$ cat src/sv/ttd_pkg.sv
// ttd_pkg: types and constants shared by the typed task dispatcher modules
// holds the item structs, the stored task format, status codes and fsm states
// no dependencies
package ttd_pkg;

    localparam int CYCLES_WIDTH = 4;
    localparam int TYPE_WIDTH   = 2;
    localparam int NUM_UNITS    = 3;

    localparam logic [TYPE_WIDTH-1:0] TYPE_INVALID = 2'd3;

    typedef enum logic [1:0] {
        ST_OK       = 2'd0,
        ST_REJECT   = 2'd1,
        ST_OVERFLOW = 2'd2,
        ST_INVALID  = 2'd3
    } t_status;

    typedef enum logic [0:0] {
        FN_SUBMIT = 1'b0,
        FN_TICK   = 1'b1
    } t_func;

    // input item
    typedef struct packed {
        t_func                   func;
        logic [TYPE_WIDTH-1:0]   task_type;
        logic [CYCLES_WIDTH-1:0] task_cycles;
    } t_in_item;

    // result item
    typedef struct packed {
        t_status                 status;
        logic [CYCLES_WIDTH-1:0] remain_unit0;
        logic [CYCLES_WIDTH-1:0] remain_unit1;
        logic [CYCLES_WIDTH-1:0] remain_unit2;
        logic [1:0]              queue_fill;
        logic [4:0]              stack_fill;
        logic [4:0]              pending_fill;
        logic                    all_idle;
    } t_out_item;

    // task as held in the pending fifo, hold queue and spill stack
    typedef struct packed {
        logic [TYPE_WIDTH-1:0]   ttype;
        logic [CYCLES_WIDTH-1:0] cycles;
    } t_task;

    localparam int TASK_WIDTH = $bits(t_task);

    typedef enum logic [2:0] {
        S_IDLE,
        S_DECODE,
        S_FILL,
        S_FILL_WR,
        S_DISP,
        S_RETRY,
        S_RETRY_WR,
        S_DONE
    } t_state;

    // controller to datapath
    typedef struct packed {
        logic capture;
        logic submit;
        logic fill_rd;
        logic fill_wr;
        logic dispatch;
        logic retry_rd;
        logic retry_wr;
        logic load_out;
    } t_cmd;

    // datapath to controller
    typedef struct packed {
        t_func func;
        logic  can_fill;
        logic  retry_ok;
        logic  out_free;
    } t_stat;

endpackage

$ cat src/sv/typed_task_dispatcher.sv
// typed_task_dispatcher: one item at a time; ready again in the cycle after a result loads
// submit item: after acceptance it passes the decode state, then the result loads in the done state
// tick item: after acceptance it passes decode, then a fill loop moving F tasks from the
// pending fifo (0..HOLD_DEPTH, one ram read and one write each), dispatch, stack retry, result load
// a result waiting at the output holds the block in its final state until taken
// synchronous active-low reset clears counts, pointers, unit counters and the fsm; stores are not cleared
module typed_task_dispatcher
    import ttd_pkg::*;
#(
    parameter int HOLD_DEPTH    = 3,
    parameter int PENDING_DEPTH = 16,
    parameter int SPILL_DEPTH   = 16
) (
    input  logic      i_clk,
    input  logic      i_rst_n,
    input  logic      i_valid,
    output logic      o_ready,
    input  t_in_item  i_data,
    output logic      o_valid,
    input  logic      i_ready,
    output t_out_item o_data
);

    t_cmd  w_cmd;
    t_stat w_stat;

    // sequencer
    ttd_ctrl u_ctrl (
        .i_clk      (i_clk),
        .i_rst_n    (i_rst_n),
        .i_in_valid (i_valid),
        .i_stat     (w_stat),
        .o_in_ready (o_ready),
        .o_cmd      (w_cmd)
    );

    // stores, counters and output register
    ttd_datapath #(
        .HOLD_DEPTH    (HOLD_DEPTH),
        .PENDING_DEPTH (PENDING_DEPTH),
        .SPILL_DEPTH   (SPILL_DEPTH)
    ) u_datapath (
        .i_clk       (i_clk),
        .i_rst_n     (i_rst_n),
        .i_data      (i_data),
        .i_cmd       (w_cmd),
        .i_out_ready (i_ready),
        .o_stat      (w_stat),
        .o_out_valid (o_valid),
        .o_out_data  (o_data)
    );

    // one item in flight: ready drops after an acceptance
    a_one_in_flight: assert property (@(posedge i_clk) disable iff (!i_rst_n)
        (i_valid && o_ready) |=> !o_ready)
        else $error("item accepted while another is in flight");

    // every pending read is followed by the hold queue write
    a_fill_pair: assert property (@(posedge i_clk) disable iff (!i_rst_n)
        w_cmd.fill_rd |=> w_cmd.fill_wr)
        else $error("pending read not followed by hold write");

    // a loaded result is presented
    a_load_shows: assert property (@(posedge i_clk) disable iff (!i_rst_n)
        w_cmd.load_out |=> o_valid)
        else $error("loaded result not presented");

    // idle flag agrees with the fill and unit fields
    a_idle_fields: assert property (@(posedge i_clk) disable iff (!i_rst_n)
        (o_valid && o_data.all_idle) |->
        (o_data.queue_fill == '0 && o_data.stack_fill == '0 && o_data.pending_fill == '0 &&
         o_data.remain_unit0 == '0 && o_data.remain_unit1 == '0 &&
         o_data.remain_unit2 == '0))
        else $error("idle flag with non-empty store or busy unit");

endmodule

$ cat src/sv/ttd_ram.sv
// ttd_ram: generic single write port ram with registered read
// no package dependency
module ttd_ram #(
    parameter int WIDTH = 8,
    parameter int DEPTH = 16
) (
    input  logic                     i_clk,
    input  logic                     i_we,
    input  logic [$clog2(DEPTH)-1:0] i_waddr,
    input  logic [WIDTH-1:0]         i_wdata,
    input  logic                     i_re,
    input  logic [$clog2(DEPTH)-1:0] i_raddr,
    output logic [WIDTH-1:0]         o_rdata
);

    logic [WIDTH-1:0] r_mem [DEPTH];
    logic [WIDTH-1:0] r_rdata;

    // write port
    always_ff @(posedge i_clk) begin
        if (i_we) begin
            r_mem[i_waddr] <= i_wdata;
        end
    end

    // registered read port
    always_ff @(posedge i_clk) begin
        if (i_re) begin
            r_rdata <= r_mem[i_raddr];
        end
    end

    assign o_rdata = r_rdata;

endmodule

$ cat src/sv/ttd_ctrl.sv
// ttd_ctrl: sequencing state machine of the typed task dispatcher
// depends on ttd_pkg for the state, command and status types
module ttd_ctrl
    import ttd_pkg::*;
(
    input  logic  i_clk,
    input  logic  i_rst_n,
    input  logic  i_in_valid,
    input  t_stat i_stat,
    output logic  o_in_ready,
    output t_cmd  o_cmd
);

    t_state r_state;
    t_state n_state;

    // state register
    always_ff @(posedge i_clk) begin
        if (!i_rst_n) begin
            r_state <= S_IDLE;
        end else begin
            r_state <= n_state;
        end
    end

    // next state
    always_comb begin
        n_state = r_state;
        case (r_state)
            S_IDLE: begin
                if (i_in_valid) begin
                    n_state = S_DECODE;
                end
            end
            S_DECODE: begin
                if (i_stat.func == FN_SUBMIT) begin
                    n_state = S_DONE;
                end else begin
                    n_state = S_FILL;
                end
            end
            S_FILL: begin
                if (i_stat.can_fill) begin
                    n_state = S_FILL_WR;
                end else begin
                    n_state = S_DISP;
                end
            end
            S_FILL_WR:  n_state = S_FILL;
            S_DISP:     n_state = S_RETRY;
            S_RETRY: begin
                if (i_stat.retry_ok) begin
                    n_state = S_RETRY_WR;
                end else begin
                    n_state = S_DONE;
                end
            end
            S_RETRY_WR: n_state = S_DONE;
            S_DONE: begin
                if (i_stat.out_free) begin
                    n_state = S_IDLE;
                end
            end
            default:    n_state = S_IDLE;
        endcase
    end

    // commands
    always_comb begin
        o_cmd      = '0;
        o_in_ready = 1'b0;
        case (r_state)
            S_IDLE: begin
                o_in_ready    = 1'b1;
                o_cmd.capture = i_in_valid;
            end
            S_DECODE: begin
                o_cmd.submit = (i_stat.func == FN_SUBMIT);
            end
            S_FILL: begin
                o_cmd.fill_rd = i_stat.can_fill;
            end
            S_FILL_WR: begin
                o_cmd.fill_wr = 1'b1;
            end
            S_DISP: begin
                o_cmd.dispatch = 1'b1;
            end
            S_RETRY: begin
                o_cmd.retry_rd = i_stat.retry_ok;
            end
            S_RETRY_WR: begin
                o_cmd.retry_wr = 1'b1;
            end
            S_DONE: begin
                o_cmd.load_out = i_stat.out_free;
            end
            default: begin
                o_cmd = '0;
            end
        endcase
    end

endmodule

$ cat src/sv/ttd_datapath.sv
// ttd_datapath: pending fifo, hold queue, spill stack, unit counters, output register
// depends on ttd_pkg and on ttd_ram for the pending fifo and spill stack storage
module ttd_datapath
    import ttd_pkg::*;
#(
    parameter int HOLD_DEPTH    = 3,
    parameter int PENDING_DEPTH = 16,
    parameter int SPILL_DEPTH   = 16
) (
    input  logic      i_clk,
    input  logic      i_rst_n,
    input  t_in_item  i_data,
    input  t_cmd      i_cmd,
    input  logic      i_out_ready,
    output t_stat     o_stat,
    output logic      o_out_valid,
    output t_out_item o_out_data
);

    localparam int PAW = $clog2(PENDING_DEPTH);
    localparam int PNW = $clog2(PENDING_DEPTH + 1);
    localparam int SAW = $clog2(SPILL_DEPTH);
    localparam int SNW = $clog2(SPILL_DEPTH + 1);
    localparam int HNW = $clog2(HOLD_DEPTH + 1);

    // captured item and status
    t_in_item r_in;
    t_status  r_status;

    // pending fifo control
    logic [PAW-1:0] r_rd_ptr;
    logic [PAW-1:0] r_wr_ptr;
    logic [PNW-1:0] r_pend_num;
    logic           w_pend_full;
    logic           w_pend_we;
    logic [TASK_WIDTH-1:0] w_pend_wdata;
    logic [TASK_WIDTH-1:0] w_pend_rdata;

    // hold queue
    t_task          r_hold [HOLD_DEPTH];
    logic [HNW-1:0] r_hold_num;
    logic           w_hold_any;

    // spill stack
    logic [SNW-1:0] r_spill_num;
    logic [SNW-1:0] w_spill_top;
    logic           w_spill_full;
    logic [TASK_WIDTH-1:0] w_spill_rdata;

    // units
    logic [CYCLES_WIDTH-1:0] r_left [NUM_UNITS];
    logic [CYCLES_WIDTH-1:0] w_cur  [NUM_UNITS];
    logic [CYCLES_WIDTH-1:0] w_dec  [NUM_UNITS];
    logic [NUM_UNITS-1:0]    w_load;
    logic [NUM_UNITS-1:0]    w_top_free;

    t_task   w_head;
    t_task   w_top;
    logic    w_head_bad;
    logic    w_push;
    logic    w_retry_hit;
    t_status w_disp_status;
    logic    w_idle;

    logic [HNW+1:0] w_hold_ext;
    logic [SNW+4:0] w_spill_ext;
    logic [PNW+4:0] w_pend_ext;

    logic      r_out_valid;
    t_out_item r_out;

    // input capture
    always_ff @(posedge i_clk) begin
        if (i_cmd.capture) begin
            r_in <= i_data;
        end
    end

    assign w_pend_full  = (r_pend_num == PNW'(PENDING_DEPTH));
    assign w_pend_we    = i_cmd.submit && !w_pend_full;
    assign w_pend_wdata = {r_in.task_type, r_in.task_cycles};

    ttd_ram #(
        .WIDTH (TASK_WIDTH),
        .DEPTH (PENDING_DEPTH)
    ) u_pend_ram (
        .i_clk   (i_clk),
        .i_we    (w_pend_we),
        .i_waddr (r_wr_ptr),
        .i_wdata (w_pend_wdata),
        .i_re    (i_cmd.fill_rd),
        .i_raddr (r_rd_ptr),
        .o_rdata (w_pend_rdata)
    );

    // pending fifo pointers and count
    always_ff @(posedge i_clk) begin
        if (!i_rst_n) begin
            r_rd_ptr   <= '0;
            r_wr_ptr   <= '0;
            r_pend_num <= '0;
        end else begin
            if (w_pend_we) begin
                r_wr_ptr   <= (r_wr_ptr == PAW'(PENDING_DEPTH - 1)) ? '0 : r_wr_ptr + 1'b1;
                r_pend_num <= r_pend_num + 1'b1;
            end else if (i_cmd.fill_wr) begin
                r_rd_ptr   <= (r_rd_ptr == PAW'(PENDING_DEPTH - 1)) ? '0 : r_rd_ptr + 1'b1;
                r_pend_num <= r_pend_num - 1'b1;
            end
        end
    end

    // head of the hold queue against the units
    assign w_head     = r_hold[0];
    assign w_hold_any = (r_hold_num != '0);
    assign w_head_bad = (w_head.ttype == TYPE_INVALID);

    always_comb begin
        for (int k = 0; k < NUM_UNITS; k++) begin
            w_load[k] = w_hold_any && (w_head.ttype == TYPE_WIDTH'(k)) &&
                        (r_left[k] == '0);
            w_cur[k]  = w_load[k] ? w_head.cycles : r_left[k];
            w_dec[k]  = (w_cur[k] != '0) ? w_cur[k] - 1'b1 : w_cur[k];
        end
    end

    assign w_spill_full = (r_spill_num == SNW'(SPILL_DEPTH));
    assign w_push       = w_hold_any && !w_head_bad && !(|w_load) && !w_spill_full;

    always_comb begin
        if (!w_hold_any) begin
            w_disp_status = ST_OK;
        end else if (w_head_bad) begin
            w_disp_status = ST_INVALID;
        end else if ((|w_load) || !w_spill_full) begin
            w_disp_status = ST_OK;
        end else begin
            w_disp_status = ST_OVERFLOW;
        end
    end

    // hold queue slots: fill at the tail, shift towards the head on dispatch
    for (genvar i = 0; i < HOLD_DEPTH; i++) begin : g_hold
        if (i < HOLD_DEPTH - 1) begin : g_mid
            always_ff @(posedge i_clk) begin
                if (i_cmd.fill_wr && r_hold_num == HNW'(i)) begin
                    r_hold[i] <= t_task'(w_pend_rdata);
                end else if (i_cmd.dispatch && w_hold_any) begin
                    r_hold[i] <= r_hold[i+1];
                end
            end
        end else begin : g_last
            always_ff @(posedge i_clk) begin
                if (i_cmd.fill_wr && r_hold_num == HNW'(i)) begin
                    r_hold[i] <= t_task'(w_pend_rdata);
                end
            end
        end
    end

    always_ff @(posedge i_clk) begin
        if (!i_rst_n) begin
            r_hold_num <= '0;
        end else if (i_cmd.fill_wr) begin
            r_hold_num <= r_hold_num + 1'b1;
        end else if (i_cmd.dispatch && w_hold_any) begin
            r_hold_num <= r_hold_num - 1'b1;
        end
    end

    // spill stack storage, push at the count, read the top
    assign w_spill_top = r_spill_num - 1'b1;

    ttd_ram #(
        .WIDTH (TASK_WIDTH),
        .DEPTH (SPILL_DEPTH)
    ) u_spill_ram (
        .i_clk   (i_clk),
        .i_we    (i_cmd.dispatch && w_push),
        .i_waddr (r_spill_num[SAW-1:0]),
        .i_wdata (w_head),
        .i_re    (i_cmd.retry_rd),
        .i_raddr (w_spill_top[SAW-1:0]),
        .o_rdata (w_spill_rdata)
    );

    // stack top against the units
    assign w_top = t_task'(w_spill_rdata);

    always_comb begin
        for (int k = 0; k < NUM_UNITS; k++) begin
            w_top_free[k] = (w_top.ttype == TYPE_WIDTH'(k)) && (r_left[k] == '0);
        end
    end

    assign w_retry_hit = |w_top_free;

    always_ff @(posedge i_clk) begin
        if (!i_rst_n) begin
            r_spill_num <= '0;
        end else if (i_cmd.dispatch && w_push) begin
            r_spill_num <= r_spill_num + 1'b1;
        end else if (i_cmd.retry_wr && w_retry_hit) begin
            r_spill_num <= r_spill_num - 1'b1;
        end
    end

    // unit counters: load and count down on dispatch, load only on stack retry
    always_ff @(posedge i_clk) begin
        if (!i_rst_n) begin
            for (int k = 0; k < NUM_UNITS; k++) begin
                r_left[k] <= '0;
            end
        end else begin
            for (int k = 0; k < NUM_UNITS; k++) begin
                if (i_cmd.dispatch) begin
                    r_left[k] <= w_dec[k];
                end else if (i_cmd.retry_wr && w_top_free[k]) begin
                    r_left[k] <= w_top.cycles;
                end
            end
        end
    end

    // item status
    always_ff @(posedge i_clk) begin
        if (i_cmd.submit) begin
            r_status <= w_pend_full ? ST_REJECT : ST_OK;
        end else if (i_cmd.dispatch) begin
            r_status <= w_disp_status;
        end
    end

    // result fields
    assign w_idle = (r_hold_num == '0) && (r_pend_num == '0) && (r_spill_num == '0) &&
                    (r_left[0] == '0) && (r_left[1] == '0) && (r_left[2] == '0);

    assign w_hold_ext  = {2'b00, r_hold_num};
    assign w_spill_ext = {5'b00000, r_spill_num};
    assign w_pend_ext  = {5'b00000, r_pend_num};

    // output register
    always_ff @(posedge i_clk) begin
        if (!i_rst_n) begin
            r_out_valid <= 1'b0;
        end else if (i_cmd.load_out) begin
            r_out_valid <= 1'b1;
        end else if (i_out_ready) begin
            r_out_valid <= 1'b0;
        end
    end

    always_ff @(posedge i_clk) begin
        if (i_cmd.load_out) begin
            r_out.status       <= r_status;
            r_out.remain_unit0 <= r_left[0];
            r_out.remain_unit1 <= r_left[1];
            r_out.remain_unit2 <= r_left[2];
            r_out.queue_fill   <= w_hold_ext[1:0];
            r_out.stack_fill   <= w_spill_ext[4:0];
            r_out.pending_fill <= w_pend_ext[4:0];
            r_out.all_idle     <= w_idle;
        end
    end

    // status back to the controller
    assign o_stat.func     = r_in.func;
    assign o_stat.can_fill = (r_hold_num < HNW'(HOLD_DEPTH)) && (r_pend_num != '0);
    assign o_stat.retry_ok = (r_hold_num == '0) && (r_pend_num == '0) &&
                             (r_spill_num != '0);
    assign o_stat.out_free = !r_out_valid || i_out_ready;

    assign o_out_valid = r_out_valid;
    assign o_out_data  = r_out;

endmodule
$ cat config.mk
export PLATFORM = sky130hd
export DESIGN_NAME = typed_task_dispatcher
export DESIGN_NICKNAME = d
export VERILOG_FILES = /design/src/sv/ttd_pkg.sv /design/src/sv/typed_task_dispatcher.sv /design/src/sv/ttd_ram.sv /design/src/sv/ttd_ctrl.sv /design/src/sv/ttd_datapath.sv
export SDC_FILE = /design/constraint.sdc
export NUM_CORES = 1
export LEC_CHECK = 0
export BUFFER_PORTS_ARGS = -buffer_cell sky130_fd_sc_hd__buf_2
export CAP_MARGIN = 40
export CELL_PAD_IN_SITES_DETAIL_PLACEMENT = 1
export CELL_PAD_IN_SITES_GLOBAL_PLACEMENT = 1
export CORE_UTILIZATION = 40
export CTS_BUF_LIST = sky130_fd_sc_hd__clkbuf_2
export DETAILED_ROUTE_END_ITERATION = 10
export PLACE_DENSITY_LB_ADDON = 0.1
export SETUP_SLACK_MARGIN = 0.05
export SLEW_MARGIN = 20
export SYNTH_ARGS = -nofsm -noshare
export SYNTH_HDL_FRONTEND = slang
export SYNTH_SLANG_ARGS = --single-unit
$ cat constraint.sdc
create_clock -name i_clk -period 3.4 [get_ports i_clk]
set_input_delay 0.51 -clock i_clk [delete_from_list [all_inputs] [get_ports i_clk]]
set_output_delay 0.51 -clock i_clk [all_outputs]
set_load 0.02 [all_outputs]
# Word level (Yosys, flattened, before mapping)

Memory sizes are Yosys's and may differ from the RTL's. A register that Yosys moved wholly into a read port is not among the register bits.
Index checks and enable logic that the tools add are counted.

Input bits: 11
Output and inout port bits: 29
RAM bits: 222
Memories kept: 4
Flip-flop bits (word level): 60

Reduce and logical (&&, ||, !) cells: 61
Bitwise operators: 10
Magnitude comparators: 1
Multiplexer cells: 79
Equality and inequality tests: 20
Add/subtract/negate cells: 11

Memory list:

| memory                       | words | bits a word | rd ports | clocked after memory_dff | wr ports | line               | RTL |
|---|---|---|---|---|---|---|---|
| u_datapath.u_pend_ram.r_mem  | 16    | 6           | 1        | 1                        | 1        | ttd_ram.sv:16      | `logic [WIDTH-1:0] r_mem [DEPTH];` |
| u_datapath.u_spill_ram.r_mem | 16    | 6           | 1        | 1                        | 1        | ttd_ram.sv:16      |  |
| u_datapath.r_hold            | 3     | 6           | 3        | 0                        | 2        | ttd_datapath.sv:40 | `t_task r_hold [HOLD_DEPTH];` |
| u_datapath.r_left            | 3     | 4           | 3        | 0                        | 3        | ttd_datapath.sv:51 | `logic [CYCLES_WIDTH-1:0] r_left [NUM_UNITS];` |

Operator list:

| kind                                                               | number |
|---|---|
| 4-bit two-way mux                                                  | 14 |
| 1-bit two-way mux                                                  | 45 |
| 1-bit logical AND                                                  | 29 |
| 3-bit case mux with 8 select lines                                 | 1 |
| 5-bit two-way mux                                                  | 4 |
| 6-bit two-way mux                                                  | 3 |
| 2-bit two-way mux                                                  | 8 |
| 3-bit == test, second input constant                               | 4 |
| 4-bit zero test                                                    | 3 |
| 3-bit two-way mux                                                  | 4 |
| 2-bit nonzero test                                                 | 6 |
| 4-bit nonzero test                                                 | 3 |
| 4-bit by 1-bit subtractor with 4-bit output, second input constant | 3 |
| 5-bit by 1-bit adder with 5-bit output, second input constant      | 2 |
| 5-bit == test, second input constant                               | 2 |
| 5-bit zero test                                                    | 2 |
| 5-bit nonzero test                                                 | 2 |
| 5-bit by 1-bit subtractor with 5-bit output, second input constant | 2 |
| 4-bit by 1-bit adder with 4-bit output, second input constant      | 2 |
| 2-bit == test, second input constant                               | 4 |
| 4-bit == test, second input constant                               | 2 |
| 1-bit OR                                                           | 8 |
| 2-bit by 1-bit == test with 1-bit output, second input constant    | 3 |
| 3-bit by 2-bit == test with 1-bit output, second input constant    | 2 |
| 14 further kinds                                                   | 24 |

# Logic depth before layout (Yosys ltp)

An unclocked memory read counts as a cell.

Depth in word-level cells: 11
Mapped depth: 11

# Cells and area by module

From an unflattened synthesis, not the netlist that was laid out.

Cells, all modules: 745
Area total of the unflattened synthesis: 12415.7 µm²

Modules (own cells, without submodules):

| module       | cells each | sequential area each (µm²) | times used | area each (µm²) |
|---|---|---|---|---|
| ttd_ram      | 178        | 3062.9                     | 2          | 3955.0 |
| ttd_datapath | 357        | 2402.3                     | 1          | 4261.6 |
| ttd_ctrl     | 32         | 60.1                       | 1          | 244.0 |

# Least setup slack after synthesis

Ideal clock, no wire load.

Kind: register -> register
Start point: reg u_datapath.r_spill_num[0]
End point: reg u_datapath.u_spill_ram.r_rdata[0], in the netlist u_datapath.u_spill_ram.o_rdata[0] (read register of u_datapath.u_spill_ram.r_mem) (data pin)
Period minus slack after synthesis: 3.022 ns
Library setup time: 0.272 ns
Arrival: 2.750 ns
Required time: 3.128 ns
Slack: 0.378 ns
Cell stages (with the launch flop): 9
Cells stage by stage: dfxtp_1 > buf_2 > buf_2 > inv_1 > ha_1 > buf_1 > clkbuf_1 > mux4_2 > mux4_2

Cells in the longest elaborated chain, start to end: 3
Elaborated cells on any way between the ends: 4

RTL lines:

| what                                                                                                | line                | RTL |
|---|---|---|
| from (decl)                                                                                         | ttd_datapath.sv:45  | `logic [SNW-1:0] r_spill_num;` |
| from (signal assigned)                                                                              | ttd_datapath.sv:202 | `r_spill_num <= r_spill_num + 1'b1;` |
| from (signal assigned)                                                                              | ttd_datapath.sv:204 | `r_spill_num <= r_spill_num - 1'b1;` |
| parallel branches: the longest is 3 deep, another holds 5-bit by 1-bit subtractor with 5-bit output | n/a                 |  |
| to (decl)                                                                                           | ttd_ram.sv:17       | `logic [WIDTH-1:0] r_rdata;` |

Parallel ways; which one is timed is not known.
A chain may end at the register's enable or synchronous reset.

# Worst setup path after layout

Start point: reg u_datapath.r_hold_num[0]
End point: mem u_datapath.u_spill_ram.r_mem[12][4] (netlist bit) (enable)

Cells in the longest elaborated chain, start to end: 10
Elaborated cells on any way between the ends: 15

RTL lines:

| what                                      | line                | RTL |
|---|---|---|
| from (decl)                               | ttd_datapath.sv:41  | `logic [HNW-1:0] r_hold_num;` |
| from (signal assigned)                    | ttd_datapath.sv:165 | `r_hold_num <= r_hold_num + 1'b1;` |
| from (signal assigned)                    | ttd_datapath.sv:167 | `r_hold_num <= r_hold_num - 1'b1;` |
| 2-bit nonzero test *                      | ttd_datapath.sv:115 | `assign w_hold_any = (r_hold_num != '0);` |
| 1-bit logical AND (2 in a row)            | ttd_datapath.sv:120 | `w_load[k] = w_hold_any && (w_head.ttype == TYPE_WIDTH'(k)) &&` |
| 3-bit OR reduction                        | ttd_datapath.sv:128 | `assign w_push = w_hold_any && !w_head_bad && !(\|w_load) && !w_spill_full;` |
| 1-bit zero test                           | ttd_datapath.sv:128 |  |
| 1-bit logical AND * (2 in a row)          | ttd_datapath.sv:128 |  |
| 1-bit logical AND *                       | ttd_datapath.sv:179 | `.i_we (i_cmd.dispatch && w_push),` |
| 1-bit two-way mux *                       | ttd_ram.sv:21       | `if (i_we) begin` |
| 1-bit two-way mux (implied by the code) * | ttd_ram.sv:22       | `r_mem[i_waddr] <= i_wdata;` |
| to (decl)                                 | ttd_ram.sv:16       |  |

Mark *: on every way between the ends. The rest lies on a longest branch, timed or not.

==> flow_metrics.tcl <==
set metrics [dict create \
    min_path_type "primary input to register" \
    syn_inst 742 \
    detail_route.wl_per_cell_um 22.11 \
    synth_nets 774 \
    cts_tree "done" \
    ys_top_cells_by_area "edfxtp_1 66%, mux4_2 11%, dfxtp_1 3.9%" \
    worst-setup-path-type "register to register" \
    clock_path_buffers 3 \
    rows 63 \
    grt_start_max_net_pins 31 \
    seqPwrFrac_pct 54.9 \
    critPathLaunchType "register" \
    first_global_vias 7663 \
    timing.hold.ws_ps 134.4 \
    final_max_slew_viol_count 0 \
    post-route-drc-count 0 \
    finalCoreUtilization_pct 46.16 \
    comb_pwr_share_pct 17.0 \
    totalWireLength_um 29010 \
    cp_data_arrival_time_ps 3420 \
    achievable-frequency_ghz 0.3354 \
    clkSinkCount 294 \
    synthTopCellsByCount "270 x edfxtp_1, 69 x nand2_1, 60 x mux4_2" \
    cts-htree-levels 3 \
    post-layout-total-power_mw 8.307 \
    slew_headroom_pct 44.50 \
    ys_dominant_reg_cell "edfxtp_1" \
    timing.critical_path.fanout_max 9 \
    worst-slew-pin-transition_ps 820.9 \
    drtAntennaViolNets 0 \
    start_util_pct 41.04 \
    switching_share_pct 30.54 \
    grt_overflow 0 \
    floorplan.io_pins 40 \
    clock_skews_ps 97.09 \
    period_share_pct 87.69 \
    reg2reg_from "u_datapath.r_hold_num[0]" \
    setup_violators_final 0 \
    final_net_count 895 \
    route.vias.total 7043 \
    required_ps 3840 \
    status "completed" \
    hp-start "i_rst_n" \
    die_y_um 177.3 \
    preCtsSetupSlack_ps 403.5 \
    drt_first_iter_violations 342 \
    grt_first_pass_wirelength_um 45140 \
    number_of_synthesis_warnings 0 \
    synth.avg_cell_area_um2 16.57 \
    setup_total_negative_slack_ps 0 \
    final_cell_count_no_fill 1312 \
    ctsRootBufferMaster "clkbuf_2" \
    numPortBuffers 39 \
    synth_enable_flop_cells 270 \
    path_clk_slew_ps 100 \
    detailed_place.area_mm2 0.01306 \
    area_of_the_core_mm2 0.02995 \
    cts_buffers 77 \
    netlist-cell-type-count 66 \
    layout-area-overhead-vs-synth_pct 12.46 \
    post_route_standard_cell_area_excluding_fillers_mm2 0.01383 \
    fin_crit_ps 2982 \
    yosysSeqAreaShare_pct 69.86 \
    post_detailed_route_via_to_cell_ratio 5.368 \
    clock_latency_ps 870 \
    rsz0062_at_grt "false" \
    critical_path.startpoint "u_datapath.r_hold_num[0]" \
    irDropWorstVdd_v 0.0003016 \
    hpwlAfterDp_um 19860 \
    netlist_area_mm2 0.01229 \
    place_congestion 0.8122 \
    post_cts.resized_instances 0 \
    layout_cells_sized_above_1_pct 29.53 \
    cap_violations 0 \
    power.switching_mw 2.537 \
    yosysTopAreaCell "edfxtp_1" \
    timing.final.hold_violations 0 \
    synth_async_sr_flop_share_pct 0 \
    cellLeakagePower_nw 4.640 \
    powerDensity_mw_per_mm2 600.9 \
    internal-power_mw 5.770 \
    cp-end-kind "register" \
    die_width_um 177.3 \
    synth.ff_latch_count 294 \
    postLayoutSetupSlackWorst_ps 418.5 \
    dr.pass1.iters 5 \
    grtUsageTotal_pct 19.20 \
    place_inst 1166 \
    synthDominantCellAreaShare_pct 65.95 \
    antenna_found_initial 1 \
    die_area_mm2 0.03144 \
    most_frequently_used_cell_type_in_the_post_synthesis_netlist "edfxtp_1" \
    clockPowerShare_pct 28.2 \
]
==> cells by family after synthesis <==
logic type               count (synthesis)  share of synthesized area (%)
adder cells (fa/ha/maj)                 21                          2.198
buffers and inverters                   49                          1.669
AO/OA/AOI/OAI                           86                          4.783
XOR/XNOR                                 9                         0.6412
flip-flops                             294                          69.86
multiplexers                            68                          11.65
AND/OR/NAND/NOR                        215                          9.200
==> power groups by stage <==
stage                     Clock [mW]  Sequential, mW  Combinational, mW
after floorplan                    0            4.52               1.01
after global placement             0            4.63               1.38
after detailed placement           0            4.65               1.41
after CTS                       2.45            4.56               1.43
after global routing            2.63            4.60               1.55
final                           2.34            4.56               1.41
==> layout make-up <==
type | count | area, um2
fillers | 2979 | 16130
clock buffers | 115 | 575.6
inverters | 15 | 56.30
multi-input cells | 399 | 3503
flip-flops and latches | 294 | 8591
clock inverters | 22 | 108.9
well taps | 390 | 488.0
repair buffers | 76 | 500.5
diodes | 1 | 2.502
==> what timing repair did <==
| item | in CTS | in global routing |
|---|---|---|
| hold endpoints to repair | 7 | 0 |
| setup buffers | 0 | 0 |
| hold buffers | 7 | 0 |
==> critical path, stage by stage, from the launching register on <==
cell and delay (ps):
dfxtp_1 420, inv_1 100, ha_1 330, or3_1 560, nor4_4 470, nand2_1 230
nor2_1 490
==> sequential cells by signal (all words and copies together), names as in the netlist, 6 cells and up <==
| name | count |
|---|---|
| u_datapath.u_spill_ram.r_mem | 96 |
| u_datapath.u_pend_ram.o_rdata | 6 |
| u_datapath.r_left | 12 |
| u_datapath.o_out_data | 27 |
| u_datapath.u_spill_ram.o_rdata | 6 |
| u_datapath.r_hold | 18 |
| u_datapath.r_in | 6 |
| u_datapath.u_pend_ram.r_mem | 96 |
==> per-layer routing <==
metal | GRT usage (%) | part of all wire (%) | vias up
li1 | - | - | 3206
met1 | 23.40 | 42 | 3597
met2 | 33.35 | 52 | 179
met3 | 3.877 | 4.1 | 61
met4 | 7.657 | 2.2 | 0
met5 | 0 | 0 | -
==> worst paths after layout <==
check | to | slack [ps] | cells past startpoint
worst max-delay path | u_datapath.u_spill_ram.r_mem[12][4] | 420 | 6
worst min-delay path | u_datapath.r_spill_num[4] | 130 | 3
worst max register to register | u_datapath.u_spill_ram.r_mem[12][4] | 420 | 6
worst min register to register | u_datapath.o_out_data[26] | 430 | 0
==> placed cells by master (no fill, tap or decap), types with 20 or more instances in the layout <==
master and instances:
edfxtp_1 270, clkbuf_2 115, nand2_1 69, mux4_2 60, nor2_1 45, buf_2 40, buf_4 28, a21oi_1 25
dfxtp_1 22, ha_1 20
(Power assumes the default switching activity.)
